==> src/dqs_pkg.sv <==
// Shared types and constants for the double-ended queue with value search.
// Used by dqs_cell and deque_with_value_search. No dependencies.
`timescale 1ns / 1ps

package dqs_pkg;

    localparam int DEPTH      = 16;
    localparam int VALUE_BITS = 32;
    localparam int CNT_W      = $clog2(DEPTH + 1);
    localparam int IDX_W      = $clog2(DEPTH);

    typedef enum logic [2:0] {
        ACT_PUSH_BACK  = 3'd0,
        ACT_POP_BACK   = 3'd1,
        ACT_PUSH_FRONT = 3'd2,
        ACT_POP_FRONT  = 3'd3,
        ACT_REMOVE     = 3'd4,
        ACT_FIND       = 3'd5
    } t_action;

    typedef enum logic [1:0] {
        ST_OK        = 2'd0,
        ST_EMPTY     = 2'd1,
        ST_NOT_FOUND = 2'd2,
        ST_FULL      = 2'd3
    } t_status;

    // what a cell does with its contents on this edge
    typedef enum logic [1:0] {
        CELL_HOLD      = 2'd0,
        CELL_LOAD      = 2'd1,
        CELL_TAKE_PREV = 2'd2,
        CELL_TAKE_NEXT = 2'd3
    } t_cell_op;

    typedef struct packed {
        t_cell_op              op;
        logic [VALUE_BITS-1:0] key;
    } t_cell_ctl;

    typedef struct packed {
        t_action     action;
        logic [31:0] value;
    } t_req;

    typedef struct packed {
        t_status     status;
        logic [31:0] popped_value;
        logic [3:0]  position;
        logic [4:0]  entry_count;
    } t_rsp;

endpackage

==> src/dqs_cell.sv <==
// One storage cell of the queue: holds one entry, compares it with the key,
// and loads from the key or from either neighbor. Depends on dqs_pkg.
`timescale 1ns / 1ps

module dqs_cell (
    input  logic                             i_clk,
    input  dqs_pkg::t_cell_ctl               i_ctl,
    input  logic [dqs_pkg::VALUE_BITS-1:0]   i_prev_value,
    input  logic [dqs_pkg::VALUE_BITS-1:0]   i_next_value,
    output logic [dqs_pkg::VALUE_BITS-1:0]   o_value,
    output logic                             o_match
);
    import dqs_pkg::*;

    logic [VALUE_BITS-1:0] r_value;

    always_ff @(posedge i_clk) begin
        case (i_ctl.op)
            CELL_LOAD:      r_value <= i_ctl.key;
            CELL_TAKE_PREV: r_value <= i_prev_value;
            CELL_TAKE_NEXT: r_value <= i_next_value;
            default:        r_value <= r_value;
        endcase
    end

    assign o_value = r_value;
    assign o_match = (r_value == i_ctl.key);

endmodule

==> src/deque_with_value_search.sv <==
// Bounded double-ended queue with value search, built as a row of cells.
// Each request is captured in IDLE and runs in the cells in EXEC; EXEC waits while the
// output register holds a stalled result, and the result is registered as EXEC ends.
// No new request is taken until EXEC has finished (capture, then compare-and-shift in the cells).
// Reset (sync, active low) clears the entry count, the sequencer and the output valid;
// cell contents and the output payload stay undefined and are never read before written.
// Depends on dqs_pkg and dqs_cell.
`timescale 1ns / 1ps

module deque_with_value_search (
    input  logic            i_clk,
    input  logic            i_rst_n,
    input  logic            i_in_valid,
    output logic            o_in_stall,
    input  dqs_pkg::t_req   i_in,
    output logic            o_out_valid,
    input  logic            i_out_stall,
    output dqs_pkg::t_rsp   o_out
);
    import dqs_pkg::*;

    // Two-step sequencer: IDLE takes a transfer, EXEC runs it in the cells
    typedef enum logic [1:0] {
        S_IDLE = 2'b01,
        S_EXEC = 2'b10
    } t_state;

    t_state     r_state, n_state;
    t_req       r_req;
    logic [CNT_W-1:0] r_count, n_count;
    t_rsp       r_out, n_out;
    logic       r_out_valid, n_out_valid;

    // cell row wiring
    t_cell_ctl             w_ctl   [DEPTH];
    t_cell_op              w_op    [DEPTH];
    logic [VALUE_BITS-1:0] w_value [DEPTH];
    logic [DEPTH-1:0]      w_match;
    logic [DEPTH-1:0]      w_hit;

    logic                  w_found;
    logic [IDX_W-1:0]      w_at;
    logic [VALUE_BITS-1:0] w_key;
    logic [VALUE_BITS-1:0] w_back_value;
    logic [CNT_W-1:0]      w_count_next;
    t_rsp                  w_res;
    logic                  w_out_free;
    logic                  w_commit;

    assign w_key = r_req.value[VALUE_BITS-1:0];

    // ---------------------------------------------------------------
    // Cell row: cell 0 is the front. Each cell sees both neighbors; the ends see
    // their own value (never taken at the front; the back cell may take it and keep its value).
    // ---------------------------------------------------------------
    for (genvar g = 0; g < DEPTH; g++) begin : g_cell
        logic [VALUE_BITS-1:0] w_prev, w_next;
        if (g == 0) begin : g_first
            assign w_prev = w_value[g];
        end else begin : g_mid_p
            assign w_prev = w_value[g-1];
        end
        if (g == DEPTH - 1) begin : g_last
            assign w_next = w_value[g];
        end else begin : g_mid_n
            assign w_next = w_value[g+1];
        end

        assign w_ctl[g].op  = w_commit ? w_op[g] : CELL_HOLD;
        assign w_ctl[g].key = w_key;

        dqs_cell u_cell (
            .i_clk        (i_clk),
            .i_ctl        (w_ctl[g]),
            .i_prev_value (w_prev),
            .i_next_value (w_next),
            .o_value      (w_value[g]),
            .o_match      (w_match[g])
        );

        // only occupied cells may report a hit
        assign w_hit[g] = w_match[g] && (CNT_W'(g) < r_count);
    end

    // first hit from the front
    always_comb begin
        w_found = 1'b0;
        w_at    = '0;
        for (int i = DEPTH - 1; i >= 0; i--) begin
            if (w_hit[i]) begin
                w_found = 1'b1;
                w_at    = IDX_W'(i);
            end
        end
    end

    assign w_back_value = w_value[IDX_W'(r_count - CNT_W'(1))];

    // ---------------------------------------------------------------
    // Request decode: per-cell moves, new count and the result
    // ---------------------------------------------------------------
    always_comb begin
        for (int i = 0; i < DEPTH; i++) begin
            w_op[i] = CELL_HOLD;
        end
        w_count_next       = r_count;
        w_res.status       = ST_OK;
        w_res.popped_value = '0;
        w_res.position     = '0;

        case (r_req.action)
            ACT_PUSH_BACK: begin
                if (r_count >= CNT_W'(DEPTH)) begin
                    w_res.status = ST_FULL;
                end else begin
                    for (int i = 0; i < DEPTH; i++) begin
                        if (CNT_W'(i) == r_count) begin
                            w_op[i] = CELL_LOAD;
                        end
                    end
                    w_count_next = r_count + CNT_W'(1);
                end
            end
            ACT_POP_BACK: begin
                if (r_count == '0) begin
                    w_res.status = ST_EMPTY;
                end else begin
                    w_res.popped_value = 32'(w_back_value);
                    w_count_next       = r_count - CNT_W'(1);
                end
            end
            ACT_PUSH_FRONT: begin
                if (r_count >= CNT_W'(DEPTH)) begin
                    w_res.status = ST_FULL;
                end else begin
                    // everything slides back one place, key enters at the front
                    w_op[0] = CELL_LOAD;
                    for (int i = 1; i < DEPTH; i++) begin
                        w_op[i] = CELL_TAKE_PREV;
                    end
                    w_count_next = r_count + CNT_W'(1);
                end
            end
            ACT_POP_FRONT: begin
                if (r_count == '0) begin
                    w_res.status = ST_EMPTY;
                end else begin
                    for (int i = 0; i < DEPTH; i++) begin
                        w_op[i] = CELL_TAKE_NEXT;
                    end
                    w_count_next = r_count - CNT_W'(1);
                end
            end
            ACT_REMOVE: begin
                if (r_count == '0) begin
                    w_res.status = ST_EMPTY;
                end else if (!w_found) begin
                    w_res.status = ST_NOT_FOUND;
                end else begin
                    // close the gap from the hit onward
                    for (int i = 0; i < DEPTH; i++) begin
                        if (IDX_W'(i) >= w_at) begin
                            w_op[i] = CELL_TAKE_NEXT;
                        end
                    end
                    w_count_next = r_count - CNT_W'(1);
                end
            end
            ACT_FIND: begin
                if (w_found) begin
                    w_res.position = 4'(w_at);
                end else begin
                    w_res.status = ST_NOT_FOUND;
                end
            end
            default: begin
                // unused codes: list untouched, status ok
            end
        endcase

        w_res.entry_count = 5'(w_count_next);
    end

    // ---------------------------------------------------------------
    // Sequencer and output register
    // ---------------------------------------------------------------
    assign w_out_free = !r_out_valid || !i_out_stall;
    assign w_commit   = (r_state == S_EXEC) && w_out_free;

    always_comb begin
        n_state     = r_state;
        n_count     = r_count;
        n_out       = r_out;
        n_out_valid = r_out_valid;
        if (r_out_valid && !i_out_stall) begin
            n_out_valid = 1'b0;
        end
        case (r_state)
            S_IDLE: begin
                if (i_in_valid) begin
                    n_state = S_EXEC;
                end
            end
            S_EXEC: begin
                if (w_out_free) begin
                    n_count     = w_count_next;
                    n_out       = w_res;
                    n_out_valid = 1'b1;
                    n_state     = S_IDLE;
                end
            end
            default: begin
                n_state = S_IDLE;
            end
        endcase
    end

    always_ff @(posedge i_clk) begin
        if (!i_rst_n) begin
            r_state     <= S_IDLE;
            r_count     <= '0;
            r_out_valid <= 1'b0;
        end else begin
            r_state     <= n_state;
            r_count     <= n_count;
            r_out_valid <= n_out_valid;
        end
    end

    // payload registers, no reset needed
    always_ff @(posedge i_clk) begin
        if (r_state == S_IDLE && i_in_valid) begin
            r_req <= i_in;
        end
        r_out <= n_out;
    end

    assign o_in_stall  = (r_state != S_IDLE);
    assign o_out_valid = r_out_valid;
    assign o_out       = r_out;

endmodule

==> config.mk <==
export PLATFORM = sky130hd
export DESIGN_NAME = deque_with_value_search
export DESIGN_NICKNAME = d
export VERILOG_FILES = /design/src/dqs_pkg.sv /design/src/dqs_cell.sv /design/src/deque_with_value_search.sv
export SDC_FILE = /design/constraint.sdc
export NUM_CORES = 2
export LEC_CHECK = 0
export ABC_CLOCK_PERIOD_IN_PS = 6020
export BUFFER_PORTS_ARGS = -buffer_cell sky130_fd_sc_hd__buf_2
export CAP_MARGIN = 0
export CORE_MARGIN = 4
export CORE_UTILIZATION = 40
export DETAILED_ROUTE_END_ITERATION = 6
export SLEW_MARGIN = 10
export SYNTH_ARGS = -nofsm -noshare
export SYNTH_HDL_FRONTEND = slang
export SYNTH_SLANG_ARGS = --single-unit
==> constraint.sdc <==
create_clock -name i_clk -period 6.02 [get_ports i_clk]
set_input_delay 0.903 -clock i_clk [delete_from_list [all_inputs] [get_ports i_clk]]
set_output_delay 0.903 -clock i_clk [all_outputs]
set_load 0.005 [all_outputs]
==> summary.txt <==
STA
----------------------------------------------------------------------------------------------------
Min Tclk post-route ...................................................................      5.91 ns
Max Clock Skew ........................................................................    0.0353 ns
# setup viols final ...................................................................            0
Achievable Freq .......................................................................      169 MHz
Slew at the pin with the worst max-slew slack .........................................      1.30 ns
Rel. slew slack .......................................................................        0.132
Setup TNS after final layout ..........................................................         0 ns
Post-route fraction of the period consumed by the critical path .......................        0.981
Unrepaired setup endpoints after global routing .......................................           no
Hold Violations, Final ................................................................            0
Number of max-slew violations in the final report .....................................            0

FLOORPLAN
----------------------------------------------------------------------------------------------------
Width of the die ......................................................................       325 um
Overall die height ....................................................................       325 um
I/O pin total .........................................................................           84
Initial Utilization ...................................................................        0.406
Die area ..............................................................................   106000 um2
Std-Cell Core Area ....................................................................    99000 um2
Rows ..................................................................................          115

GLOBAL ROUTE
----------------------------------------------------------------------------------------------------
Antenna violations before repair ......................................................            6
Global-route wire length before repair ................................................    258000 um
All-layer global routing usage ........................................................        0.341
Vias in the first global route ........................................................        32.8k
Pin count of the biggest net entering global routing ..................................          113
GRT overflow ..........................................................................            0

WORST SETUP PATH
----------------------------------------------------------------------------------------------------
Number of cell instances on the worst register-to-register path .......................           10
Critical path class ...................................................................      reg2reg
Data required time at the worst endpoint ..............................................      6.36 ns
Crit start category ...................................................................     register
Reg2reg end ........................................................................... g_cell[14].u_cell.o_value[19]$_DFFE_PP_
Reg-to-reg slack, setup ...............................................................      0.11 ns
Critical path launch point ............................................................ w_key[10]$_DFFE_PP_
Endpoint arrival time on the critical path ............................................      6.24 ns
Last element of the critical path ..................................................... g_cell[14].u_cell.o_value[19]$_DFFE_PP_
Worst-path fanout max .................................................................           21
Beginning of the worst register-to-register path ...................................... w_key[10]$_DFFE_PP_
Crit end category .....................................................................     register

DRT
----------------------------------------------------------------------------------------------------
Vias per inst .........................................................................         7.01
Residual DRC ..........................................................................            6
DR WL/cell ............................................................................      37.7 um
Wirelength, routed ....................................................................    186000 um
Post-route ant nets ...................................................................            0
TritonRoute pass-1 iters ..............................................................            7
Violation count after the first detailed-route iteration ..............................         6718
Via total after detailed routing ......................................................        34.6k

LOGIC SYNTHESIS
----------------------------------------------------------------------------------------------------
Leading cell types by total area after synthesis ...................................... edfxtp_1 (44%), mux4_2 (9.0%), xor2_1 (7.0%), xnor2_1 (4.5%), a221o_1 (4.0%)
Yosys warns ...........................................................................            0
Count of flip-flops with a built-in enable after synthesis ............................          590
Yosys reg bits ........................................................................          598
Post-Syn Area .........................................................................    40200 um2
Number of nets in the synthesized netlist .............................................         3642
Main flop type after synthesis ........................................................     edfxtp_1
Distinct cell type count of the synthesized netlist ...................................           85
Async set-or-reset flop fraction in the synthesized netlist ...........................            0
Mean post-synth cell area .............................................................     11.2 um2
Top cell type by total area after synthesis ...........................................     edfxtp_1
Share of the yosys chip area belonging to registers ...................................        0.445
Top cell type's share of synthesized area .............................................        0.441
Cell count after synthesis ............................................................         3597

PLACED DESIGN
----------------------------------------------------------------------------------------------------
Final weighted congestion in routability-driven placement .............................         1.05
Detailed placement HPWL ...............................................................    139000 um
Placed instance count .................................................................         4811
Number of port buffers ................................................................           83

RUN STATUS
----------------------------------------------------------------------------------------------------
Failing checks ........................................................................          DRC
Status ................................................................................ finished, violations left

CLOCK TREE
----------------------------------------------------------------------------------------------------
Clock-pin slew reported for the worst setup and hold paths after clock tree synthesis .      0.06 ns
Largest buffer count on any clock path ................................................            3
Number of buffers inserted for hold repair after clock tree synthesis .................            0
Clock network latency to the later pin of the worst-skew pair .........................      0.66 ns
TritonCTS clock tree ..................................................................          yes
Post-CTS resize count .................................................................            0
Maximum level of the CTS H-tree .......................................................            3
Number of buffers inserted during clock tree synthesis ................................           73
Root cell of the clock tree ...........................................................    clkbuf_16
Post-CTS Setup Bufs ...................................................................            0
Clock sink count ......................................................................          598

POWER AND IR DROP
----------------------------------------------------------------------------------------------------
Fraction of power consumed by the clock network .......................................        0.440
Logic gate share of total power .......................................................        0.109
Switching portion of total power ......................................................        0.262
Power density of the placed cells .....................................................   232 nW/um2
Leakage ...............................................................................    0.0148 uW
Share of total power in sequential cells ..............................................        0.452
Internal power of the cells ...........................................................      7690 uW
Peak ir drop on the vdd network .......................................................     0.230 mV
Switching power .......................................................................      2730 uW

CELLS AND AREA
----------------------------------------------------------------------------------------------------
Number of non-filler instances in the completed layout ................................         4944
Layout overhead on the synthesized area ...............................................        12.1%
Final nets ............................................................................         3644
Fraction of layout instances using a drive strength above 1 ...........................        0.168

MIN PATH
----------------------------------------------------------------------------------------------------
Class of the most critical hold timing path ...........................................       in2reg

FLOW RUN
----------------------------------------------------------------------------------------------------
# Max-Cap Violations ..................................................................            0

## power by group through the flow
| stage | clock network (uW) | registers [uW] | logic (uW) |
|---|---|---|---|
| after floorplan | 0 | 4720 | 693 |
| after global placement | 0 | 4790 | 1080 |
| after detailed placement | 0 | 4790 | 1090 |
| after CTS | 4620 | 4700 | 1090 |
| after global routing | 4790 | 4710 | 1170 |
| final | 4590 | 4710 | 1130 |
## placed cells by master, fill, tap and decap left out, types with 9 or more instances in the layout
cell type | netlist | layout
a22o_1 | 64 | 64
nor2b_1 | 39 | 39
nand2b_1 | 13 | 13
or4_1 | 29 | 29
inv_1 | 110 | 109
nand2_1 | 292 | 291
a22oi_1 | 98 | 98
o211ai_1 | 100 | 100
clkbuf_1 | 196 | 15
nor2_1 | 145 | 137
o2bb2ai_1 | 32 | 32
nor4_1 | 139 | 139
nand3_1 | 140 | 140
a222oi_1 | 64 | 64
mux4_2 | 160 | 160
o21ai_0 | 83 | 81
and4_1 | 10 | 10
buf_4 | 10 | 152
xor2_1 | 319 | 319
clkinv_2 | 0 | 11
nor3b_1 | 35 | 35
nand4b_1 | 9 | 9
xnor2_1 | 207 | 205
a21o_1 | 71 | 70
edfxtp_1 | 590 | 590
buf_12 | 0 | 23
a21oi_1 | 31 | 22
clkbuf_16 | 0 | 77
a221o_1 | 162 | 162
nor4b_1 | 10 | 9
buf_2 | 78 | 83
nand4_1 | 97 | 97
nor3_1 | 66 | 65
mux2_2 | 33 | 33
clkinv_1 | 1 | 13
## critical path, stage by stage, from the launching register on
cell       delay, ns
edfxtp_1        0.69
xnor2_1         0.76
nand4_1         0.30
or4_1           0.57
nor4_1          0.66
nand4b_1        0.51
nor4_1          0.19
a2111oi_0       0.63
nor2_1          0.28
a21oi_4         0.69
buf_12          0.27
## registers in the layout, indices dropped and copies added (netlist names)
register	cells
o_out	43
o_out_valid	1
r_req	3
g_cell.u_cell.o_value	512
w_key	32
r_count	5
r_state	2
## final cells by class
class,count,area (um2)
clock inverter,38,398
tap,1287,1610
clock buffer,92,1980
inverter,111,417
multi-input combinational,2557,20700
fill,9185,54000
antenna,3,7.51
sequential,598,17900
timing repair buffer,258,2020
## how the worst min path moves through the flow
stage | endpoint | cells past startpoint | start
floorplan | o_out_valid$_SDFF_PN0_ | 2 | r_state[1]$_SDFFE_PN0P_
global placement | o_out_valid$_SDFF_PN0_ | 2 | o_out_valid$_SDFF_PN0_
detailed placement | o_out_valid$_SDFF_PN0_ | 2 | o_out_valid$_SDFF_PN0_
CTS | w_key[11]$_DFFE_PP_ | 1 | i_in[11]
global route | w_key[28]$_DFFE_PP_ | 1 | i_in[28]
finish | w_key[11]$_DFFE_PP_ | 1 | i_in[11]
## stage by stage
| step | hold WS [ns] | total power (uW) | cell area, um2 | utilization | worst slack [ns] |
|---|---|---|---|---|---|
| finish | 0.430 | 10400 | 45000 | 0.455 | 0.115 |
| CTS | 0.399 | 10400 | 45000 | 0.455 | 0.333 |
| global route | 0.422 | 10700 | 45000 | 0.455 | 0.0253 |
| detailed placement | 0.505 | 5880 | 42600 | 0.431 | 0.343 |
| global placement | 0.506 | 5870 | 42600 | 0.431 | 0.222 |
| floorplan | 0.482 | 5410 | 40200 | - | 0.252 |
## cell families (layout without fill, tap and decap cells)
group	Yosys count	in the layout	synth area share
AOI/OAI and AO/OA	770	770	0.156
and+or+nand+nor	1061	1061	0.137
xor gates and xnor gates	526	526	0.115
DFF	598	598	0.445
adders and majority gates	6	6	0.00187
muxes	194	194	0.0993
other	0	3	0
buffers and inverters	442	499	0.0462
## routing by layer
layer,GRT usage,share of wire
met4,0.220,0.080
met2,0.484,0.41
met5,0,0.000064
met1,0.441,0.36
met3,0.119,0.14
## cells in the mapped netlist (all sizes together) (3+ instances only)
master and count:
a2111oi 3, a211oi 9, a21boi 3, a21o 71, a21oi 35, a221o 162, a222oi 64, a22o 64
a22oi 98, a31oi 8, and2 6, and3 6, and4 10, buf 135, clkbuf 196, dfxtp 8
edfxtp 590, ha 6, inv 110, mux2 34, mux4 160, nand2 292, nand2b 13, nand3 140
nand3b 3, nand4 97, nand4b 9, nand4bb 3, nor2 145, nor2b 39, nor3 67, nor3b 36
nor4 140, nor4b 10, o2111ai 4, o211ai 100, o21ai 89, o21ba 3, o2bb2ai 32, or2 4
or3 8, or4 30, xnor2 207, xor2 319
Power figures use the tool's default switching activity.
